<file path="src/hw/rtl/trbf_pkg.sv">
`timescale 1ns / 1ps
// ----------------------------------------------------------------------------
// trbf_pkg
// Shared types and byte codes for the telnet receive byte filter.
// ----------------------------------------------------------------------------
package trbf_pkg;

	// Telnet command bytes
	localparam logic [7:0] BYTE_IAC  = 8'hFF;
	localparam logic [7:0] BYTE_WILL = 8'hFB;
	localparam logic [7:0] BYTE_DONT = 8'hFE;
	localparam logic [7:0] BYTE_SB   = 8'hFA;
	localparam logic [7:0] BYTE_SE   = 8'hF0;

	// Line-ending bytes
	localparam logic [7:0] BYTE_NUL = 8'h00;
	localparam logic [7:0] BYTE_LF  = 8'h0A;
	localparam logic [7:0] BYTE_CR  = 8'h0D;

	// One received byte with its side flags
	typedef struct packed {
		logic       connection_start;
		logic       chunk_start;
		logic [7:0] data_byte;
	} rx_item_t;

	// Result of one filter pass
	typedef struct packed {
		logic       emit;
		logic [7:0] out_byte;
	} filt_res_t;

endpackage

</file>
<file path="src/hw/rtl/trbf_core.sv">
`timescale 1ns / 1ps
// ----------------------------------------------------------------------------
// trbf_core
// Telnet command stripper and line-ending fixer, one byte per enabled cycle.
// Holds the command state and CR memory; result is combinational.
// ----------------------------------------------------------------------------
module trbf_core (
	input  logic                clk,
	input  logic                arst_n,
	input  logic                enable,
	input  logic                raw_mode,
	input  trbf_pkg::rx_item_t  item,
	output trbf_pkg::filt_res_t res
);
	import trbf_pkg::*;

	localparam logic [2:0] ST_TEXT   = 3'd0;
	localparam logic [2:0] ST_IAC    = 3'd1;
	localparam logic [2:0] ST_OPT    = 3'd2;
	localparam logic [2:0] ST_SB     = 3'd3;
	localparam logic [2:0] ST_SB_IAC = 3'd4;

	logic [2:0] state_q;
	logic       last_cr_q;
	logic [2:0] cur_state;
	logic       cur_cr;
	logic [2:0] nxt_state;
	logic       nxt_cr;
	logic       mid_ok;
	logic [7:0] b;

	assign b = item.data_byte;

	// Start flags clear state before the byte is handled
	assign cur_state = item.connection_start ? ST_TEXT : state_q;
	assign cur_cr    = item.chunk_start ? 1'b0 : last_cr_q;

	// Command stripper
	always_comb begin
		nxt_state = cur_state;
		mid_ok    = 1'b0;
		unique case (cur_state)
			ST_IAC: begin
				if (b == BYTE_IAC) begin
					mid_ok    = 1'b1;
					nxt_state = ST_TEXT;
				end else if (b >= BYTE_WILL && b <= BYTE_DONT) begin
					nxt_state = ST_OPT;
				end else if (b == BYTE_SB) begin
					nxt_state = ST_SB;
				end else begin
					nxt_state = ST_TEXT;
				end
			end
			ST_OPT: begin
				nxt_state = ST_TEXT;
			end
			ST_SB: begin
				if (b == BYTE_IAC) begin
					nxt_state = ST_SB_IAC;
				end
			end
			ST_SB_IAC: begin
				nxt_state = (b == BYTE_SE) ? ST_TEXT : ST_SB;
			end
			default: begin
				// text state; unused codes behave the same
				if (b == BYTE_IAC) begin
					nxt_state = ST_IAC;
				end else begin
					mid_ok = 1'b1;
				end
			end
		endcase
	end

	// Line-ending fixer and raw bypass
	always_comb begin
		nxt_cr       = cur_cr;
		res.emit     = 1'b0;
		res.out_byte = b;
		if (raw_mode) begin
			res.emit = 1'b1;
		end else if (mid_ok && b != BYTE_NUL) begin
			if (b == BYTE_LF && cur_cr) begin
				nxt_cr = 1'b0;
			end else begin
				nxt_cr       = (b == BYTE_CR);
				res.emit     = 1'b1;
				res.out_byte = (b == BYTE_LF) ? BYTE_CR : b;
			end
		end
	end

	// State registers
	always_ff @(posedge clk or negedge arst_n) begin
		if (!arst_n) begin
			state_q   <= ST_TEXT;
			last_cr_q <= 1'b0;
		end else if (enable) begin
			state_q   <= raw_mode ? cur_state : nxt_state;
			last_cr_q <= raw_mode ? cur_cr : nxt_cr;
		end
	end

endmodule

</file>
<file path="src/hw/rtl/telnet_rx_byte_filter_unit.sv">
`timescale 1ns / 1ps
// ----------------------------------------------------------------------------
// telnet_rx_byte_filter_unit
// Telnet receive byte filter: strips commands, fixes line endings.
// ----------------------------------------------------------------------------
// Takes one byte per cycle while the output side is not backed up, and gives
// zero or one byte for it. A request is captured in an input register,
// filtered in one pass of the core, and the result lands in an output
// register; the sustained rate is one byte per clock, set by the update of
// the command state and CR memory. Bytes that are swallowed (commands, NUL,
// LF after CR) simply produce no output request. raw_mode should only be
// written while the block is idle.
module telnet_rx_byte_filter_unit (
	input  logic       clk,
	input  logic       arst_n,
	// configuration
	input  logic       cfg_we,
	input  logic       cfg_wdata,      // raw_mode
	// input stream
	input  logic       s_tvalid,
	output logic       s_tready,
	input  logic [7:0] s_tdata,        // [7:0] data_byte
	input  logic [1:0] s_tuser,        // [0] chunk_start, [1] connection_start
	// output stream
	output logic       m_tvalid,
	input  logic       m_tready,
	output logic [7:0] m_tdata         // [7:0] out_byte
);
	import trbf_pkg::*;

	logic      raw_mode_q;
	logic      valid_s1;
	rx_item_t  item_s1;
	logic      advance;
	filt_res_t res;
	logic      out_valid_q;
	logic [7:0] out_byte_q;

	// Configuration register
	always_ff @(posedge clk or negedge arst_n) begin
		if (!arst_n) begin
			raw_mode_q <= 1'b0;
		end else if (cfg_we) begin
			raw_mode_q <= cfg_wdata;
		end
	end

	// Stage 1 moves on when the output register is free or being drained
	assign advance  = valid_s1 && (!out_valid_q || m_tready);
	assign s_tready = !valid_s1 || advance;

	// Input register
	always_ff @(posedge clk or negedge arst_n) begin
		if (!arst_n) begin
			valid_s1 <= 1'b0;
		end else if (s_tready) begin
			valid_s1 <= s_tvalid;
		end
	end

	always_ff @(posedge clk) begin
		if (s_tvalid && s_tready) begin
			item_s1.data_byte        <= s_tdata;
			item_s1.chunk_start      <= s_tuser[0];
			item_s1.connection_start <= s_tuser[1];
		end
	end

	trbf_core u_core (
		.clk      (clk),
		.arst_n   (arst_n),
		.enable   (advance),
		.raw_mode (raw_mode_q),
		.item     (item_s1),
		.res      (res)
	);

	// Output register
	always_ff @(posedge clk or negedge arst_n) begin
		if (!arst_n) begin
			out_valid_q <= 1'b0;
		end else if (advance) begin
			out_valid_q <= res.emit;
		end else if (m_tready) begin
			out_valid_q <= 1'b0;
		end
	end

	always_ff @(posedge clk) begin
		if (advance && res.emit) begin
			out_byte_q <= res.out_byte;
		end
	end

	assign m_tvalid = out_valid_q;
	assign m_tdata  = out_byte_q;

`ifndef NO_ASSERTIONS
	// A new output request only follows a filtered byte
	a_out_after_pass: assert property (@(posedge clk) disable iff (!arst_n)
		$rose(m_tvalid) |-> $past(advance))
		else $error("output request without a filtered byte");

	// Raw mode passes the byte straight through
	a_raw_pass: assert property (@(posedge clk) disable iff (!arst_n)
		(advance && raw_mode_q) |=> (m_tvalid && m_tdata == $past(item_s1.data_byte)))
		else $error("raw byte not passed through");

	// Filtered output never carries NUL or LF
	a_clean_out: assert property (@(posedge clk) disable iff (!arst_n)
		(m_tvalid && !raw_mode_q) |-> (m_tdata != BYTE_NUL && m_tdata != BYTE_LF))
		else $error("NUL or LF leaked through filter");
`endif

endmodule

</file>
<file path="config.mk">
export PLATFORM = sky130hd
export DESIGN_NAME = telnet_rx_byte_filter_unit
export DESIGN_NICKNAME = d
export VERILOG_FILES = /design/src/hw/rtl/trbf_pkg.sv /design/src/hw/rtl/trbf_core.sv /design/src/hw/rtl/telnet_rx_byte_filter_unit.sv
export SDC_FILE = /design/constraint.sdc
export NUM_CORES = 1
export LEC_CHECK = 0
export CAP_MARGIN = 20
export CORE_MARGIN = 5
export CORE_UTILIZATION = 45
export DETAILED_ROUTE_END_ITERATION = 10
export DONT_BUFFER_PORTS = 1
export GPL_TIMING_DRIVEN = 0
export PLACE_DENSITY_LB_ADDON = 0.15
export SYNTH_ARGS = -nofsm -noshare
export SYNTH_HDL_FRONTEND = slang
export SYNTH_SLANG_ARGS = --single-unit
</file>
<file path="constraint.sdc">
create_clock -name clk -period 6.17 [get_ports clk]
set_input_delay 1.851 -clock clk [delete_from_list [all_inputs] [get_ports clk]]
set_output_delay 1.851 -clock clk [all_outputs]
set_load 0.02 [all_outputs]
</file>
### Yosys cells after proc, flatten, opt, wreduce, memory -nomap -nowiden

Cells that the tools add are included.

| word-level totals | value |
|---|---|
| word-level logic and storage cells | 56 |
| flip-flop bits (word level) | 25 |
| output and inout bits | 10 |
| bits of input ports | 16 |

| operators by class | value |
|---|---|
| multiplexer cells | 23 |
| magnitude comparators | 2 |
| eq/ne operators | 9 |
| reduce and logical (&&, ||, !) cells | 13 |

Operators by type and width:

| operator | number |
|---|---|
| 8-bit == test, second input constant | 3 |
| 3-bit 2-to-1 mux | 6 |
| 9-bit 2-to-1 mux | 2 |
| 8-bit by 4-bit == test with 1-bit output, second input constant | 2 |
| 8-bit 2-to-1 mux | 2 |
| 3-bit case mux with 4 select lines | 1 |
| 1-bit 2-to-1 mux | 9 |
| 8-bit >= comparator, second input constant | 1 |
| 8-bit less-or-equal comparator, second input constant | 1 |
| 8-bit nonzero test | 1 |
| 3-bit by 2-bit == test with 1-bit output, second input constant | 2 |
| 1-bit logical AND | 6 |
| 2-bit 2-to-1 mux | 2 |
| 3-bit by 1-bit == test with 1-bit output, second input constant | 1 |
| 3-bit == test, second input constant | 1 |
| 3-bit OR reduction | 1 |
| 1-bit logical NOT | 2 |
| 1-bit logical OR | 2 |
| 1-bit case mux with 2 select lines | 1 |
| 2-bit nonzero test | 1 |

### Longest topological paths before layout

| logic depth | value |
|---|---|
| depth in word-level cells | 8 |
| mapped depth | 5 |
| depth with buffers taken out | 5 |

### By module

A second synthesis with hierarchy kept.

| second synthesis, totals | value |
|---|---|
| cell total of the unflattened synthesis | 106 |
| area total of the unflattened synthesis | 1256.2 um^2 |

Modules (own cells, without submodules):

| module | times used | area an instance (um^2) | cells an instance | seq. area each (um^2) |
|---|---|---|---|---|
| telnet_rx_byte_filter_unit | 1 | 688.2 | 30 | 615.6 |
| trbf_core | 1 | 568.0 | 76 | 100.1 |

### Worst setup path after synthesis

Ideal clock, no wire load.

| path | value |
|---|---|
| path kind | in2out |
| from | in m_tready |
| to | out s_tready |
| path slack | 2.051 ns |
| arrival time | 2.268 ns |
| path buffers | 0 |
| required time | 4.319 ns |
| stages on the path | 2 |
| cell sequence | nor2b_1 -> nand2_1 |

| between the ends | value |
|---|---|
| longest elaborated chain between the ends | 3 |

Ends and longest elaborated chain:

| item | line | RTL |
|---|---|---|
| start, declared | telnet_rx_byte_filter_unit.sv:26 | `input logic m_tready,` |
| 1-bit logical OR | telnet_rx_byte_filter_unit.sv:49 | `assign advance = valid_s1 && (!out_valid_q \|\| m_tready);` |
| 1-bit logical AND | telnet_rx_byte_filter_unit.sv:49 |  |
| 1-bit logical OR | telnet_rx_byte_filter_unit.sv:50 | `assign s_tready = !valid_s1 \|\| advance;` |
| end, declared | telnet_rx_byte_filter_unit.sv:21 | `output logic s_tready,` |

No other way between the ends.

### Final worst setup path

Ends and elaborated chain as after synthesis.

==> results.sh <==
export IMPL_n_antenna_cell=0
export IMPL_clkTransAtPathRegs_ns=0.13
export IMPL_drive_gt1_share_pct=10.3
export IMPL_rsz0062_at_grt="no"
export IMPL_die_h_um=59.8
export IMPL_avgSynthCellArea_um2=12.1
export IMPL_wl_per_cell_um=15.2
export IMPL_synth_simple_gate_area_share_pct=23.7
export IMPL_initial_core_util_pct=45.8
export IMPL_synth_cells=92
export IMPL_grt_pass1_vias=658
export IMPL_synth_top_family_by_area="simple AND/OR/NAND/NOR gates"
export IMPL_worst_pin_slew_ns=0.581
export IMPL_max_freq_mhz=236
export IMPL_synth_mux_area_fraction_pct=1.91
export IMPL_p_leak_uw=0.000429
export IMPL_clk_latency_ns=0.31
export IMPL_postCtsSetupBuffers=0
export IMPL_hold_viol_final=0
export IMPL_critPathBufInv=0
export IMPL_track_usage_pct=11.8
export IMPL_synth_common_cells="edfxtp_1, nor2_1, dfrtp_1, nand2_1, o21ai_0"
export IMPL_cts_sinks=25
export IMPL_place_congestion=0.785
export IMPL_reg2reg_depth=6
export IMPL_crit_path_end_kind="primary output"
export IMPL_antenna_found_initial=0
export IMPL_initialDrtViolationCount=12
export IMPL_synthAdderAreaFrac_pct=0
export IMPL_port_buffers=0
export IMPL_dp_cells=122
export IMPL_grt_max_degree=14
export IMPL_async_flop_share_pct=28.0
export IMPL_coreArea_um2=2430
export IMPL_synth_area_leader_cell="edfxtp_1"
export IMPL_post_route_min_period_ns=4.24
export IMPL_synth_compound_area_share_pct=8.19
export IMPL_seq_area_frac_synth_pct=64.2
export IMPL_cp_top_family="simple AND/OR/NAND/NOR gates"
export IMPL_finalCritPeriodShare_pct=68.6
export IMPL_setup_tns_final_ns=0
export IMPL_fill_cells=231
export IMPL_grt_pass1_wl_um=3020
export IMPL_power_density_nw_per_um2=283
export IMPL_grt_overflow_total=0
export IMPL_min_path_type="register to register"
export IMPL_crit_type="input port to primary output"
export IMPL_synth_cell_types=31
export IMPL_synth_warnings=0
export IMPL_cp_max_fo=5
export IMPL_routed_via_density=5.45
export IMPL_stdcell_area_um2=1180
export IMPL_place_hpwl_um=1450
export IMPL_boundaryPins=26
export IMPL_min_path_cells=1
export IMPL_drt_total_wl_um=1940
export IMPL_post_cts_resized=0
export IMPL_ys_flop_type="edfxtp_1"
export IMPL_crit_required_ns=4.32
export IMPL_placed_cell_area_um2=1150
export IMPL_h_tree_depth=1
export IMPL_postRouteAntennaNets=0
export IMPL_numCtsBuffers=3
export IMPL_num_vias=692
export IMPL_drc=0
export IMPL_syn_to_final_growth_pct=6.17
export IMPL_yosysMostFrequentCell="edfxtp_1"
export IMPL_synth_top_cell_area_share_pct=48.5
export IMPL_cts_tree="yes"
export IMPL_peakVddDrop_uv=143
export IMPL_cts_root_buf="clkbuf_4"
export IMPL_cts_buffer_depth=2
export IMPL_dieArea_um2=3570
export IMPL_fin_skew_ns=0.00296
export IMPL_syn_nets=108
export IMPL_layout_nets=114
export IMPL_synthTopCellsByArea="edfxtp_1, dfrtp_1, nand2b_1, nor2_1, o21ai_0"
export IMPL_max_stage_delay_ns=0.27
export IMPL_synth_edf_count=18
export IMPL_cp_depth=2
export IMPL_drt_pass1_iter_count=4
export IMPL_synthesis_area_um2=1110
export IMPL_worstSetupStartpointType="input port"
export IMPL_synth_seq_cells=25
export IMPL_worst_hold_slack_ns=0.518
export IMPL_cp_slowest_cell="nor2b_1"
export IMPL_synth_xor_area_share_pct=0
export IMPL_cap_viol_max_count=0
export IMPL_die_w_um=59.8
export IMPL_ctsHoldBuffers=0
export IMPL_slew_headroom_pct=60.9
export IMPL_setup_viol=0
export IMPL_path_cells="nor2b_1, nand2_1"
export IMPL_layout_cells_non_filler=127
export IMPL_outcome="completed"
export IMPL_core_rowCount=18
export IMPL_slew_violations=0
export IMPL_worst_ep_arrival_time_ns=2.38
-- per-stage QoR --
step	util, %	worst slack, ns	power, uW
2_1_floorplan	-	2.05	255
3_3_place_gp	47.4	1.97	264
3_5_place_dp	47.4	1.95	266
4_1_cts	48.5	1.93	339
5_1_grt	48.7	1.91	352
6_report	48.7	1.93	335
-- layer usage --
metal	global-route usage, %	share of wire [%]	up-vias
met5	0	0	-
met4	8.54	2.4	0
met3	2.59	3.9	4
met2	17.7	48	20
met1	14.9	46	324
li1	-	-	344
-- cells in the final DEF (no fill, tap or decap), types with 2 or more instances in the layout --
| cell type | instances |
|---|---|
| and2_1 | 2 |
| clkbuf_1 | 6 |
| nand3_1 | 3 |
| edfxtp_1 | 18 |
| clkbuf_4 | 3 |
| dfrtp_1 | 7 |
| nor4b_1 | 2 |
| o21bai_1 | 2 |
| nand2_1 | 7 |
| nor3_1 | 2 |
| nand4_1 | 2 |
| nor2_1 | 10 |
| a21oi_1 | 2 |
| o21ai_0 | 7 |
| nand2b_1 | 6 |
-- logic make-up (layout without fill, tap and decap cells) --
| family | after synthesis | in the layout |
|---|---|---|
| simple gates | 44 | 44 |
| buf+inv | 6 | 11 |
| compound gates | 15 | 15 |
| flops | 25 | 25 |
| mux | 2 | 2 |
-- power by group --
part           internal [uW]  switching [uW]
clock network           25.3            46.5
logic                   15.2            25.0
registers                201            22.5
total                    241            94.0
-- area by class of cell --
type / count / area (um2) / area share, %
Timing Repair Buffer: 1 / 5.00 / 0.423
Tap cell: 30 / 37.5 / 3.17
Sequential cell: 25 / 716 / 60.5
Multi-Input combinational cell: 61 / 377 / 31.8
Clock buffer: 4 / 26.3 / 2.22
Buffer: 5 / 18.8 / 1.59
Inverter: 1 / 3.75 / 0.317
-- path summary, 6_finish.rpt --
| check | start | end | slack [ns] |
|---|---|---|---|
| worst max-delay path | m_tready | s_tready | 1.93 |
| worst min-delay path | u_core.last_cr_q | u_core.last_cr_q | 0.52 |
| worst max register to register | item_s1[9] | m_tdata[5] | 3.79 |
| worst min register to register | u_core.last_cr_q | u_core.last_cr_q | 0.52 |
| max in group asynchronous | arst_n | raw_mode_q | 4.90 |
| min in group asynchronous | arst_n | u_core.state_q[1] | 1.21 |
-- sequential cells by signal, indices dropped and copies added (netlist names) --
name              count
m_tdata               8
m_tvalid              1
raw_mode_q            1
u_core.state_q        3
u_core.last_cr_q      1
item_s1              10
valid_s1              1
-- worst reg2reg max path: cells and delay by family, from the launching register on --
family	cells	cell delay [ns]
muxes	1	0.27
and+or+nand+nor	3	0.93
DFF	1	0.48
AOI/OAI and AO/OA	1	0.13
buffers and inverters	1	0.28
(Power assumes the default switching activity.)
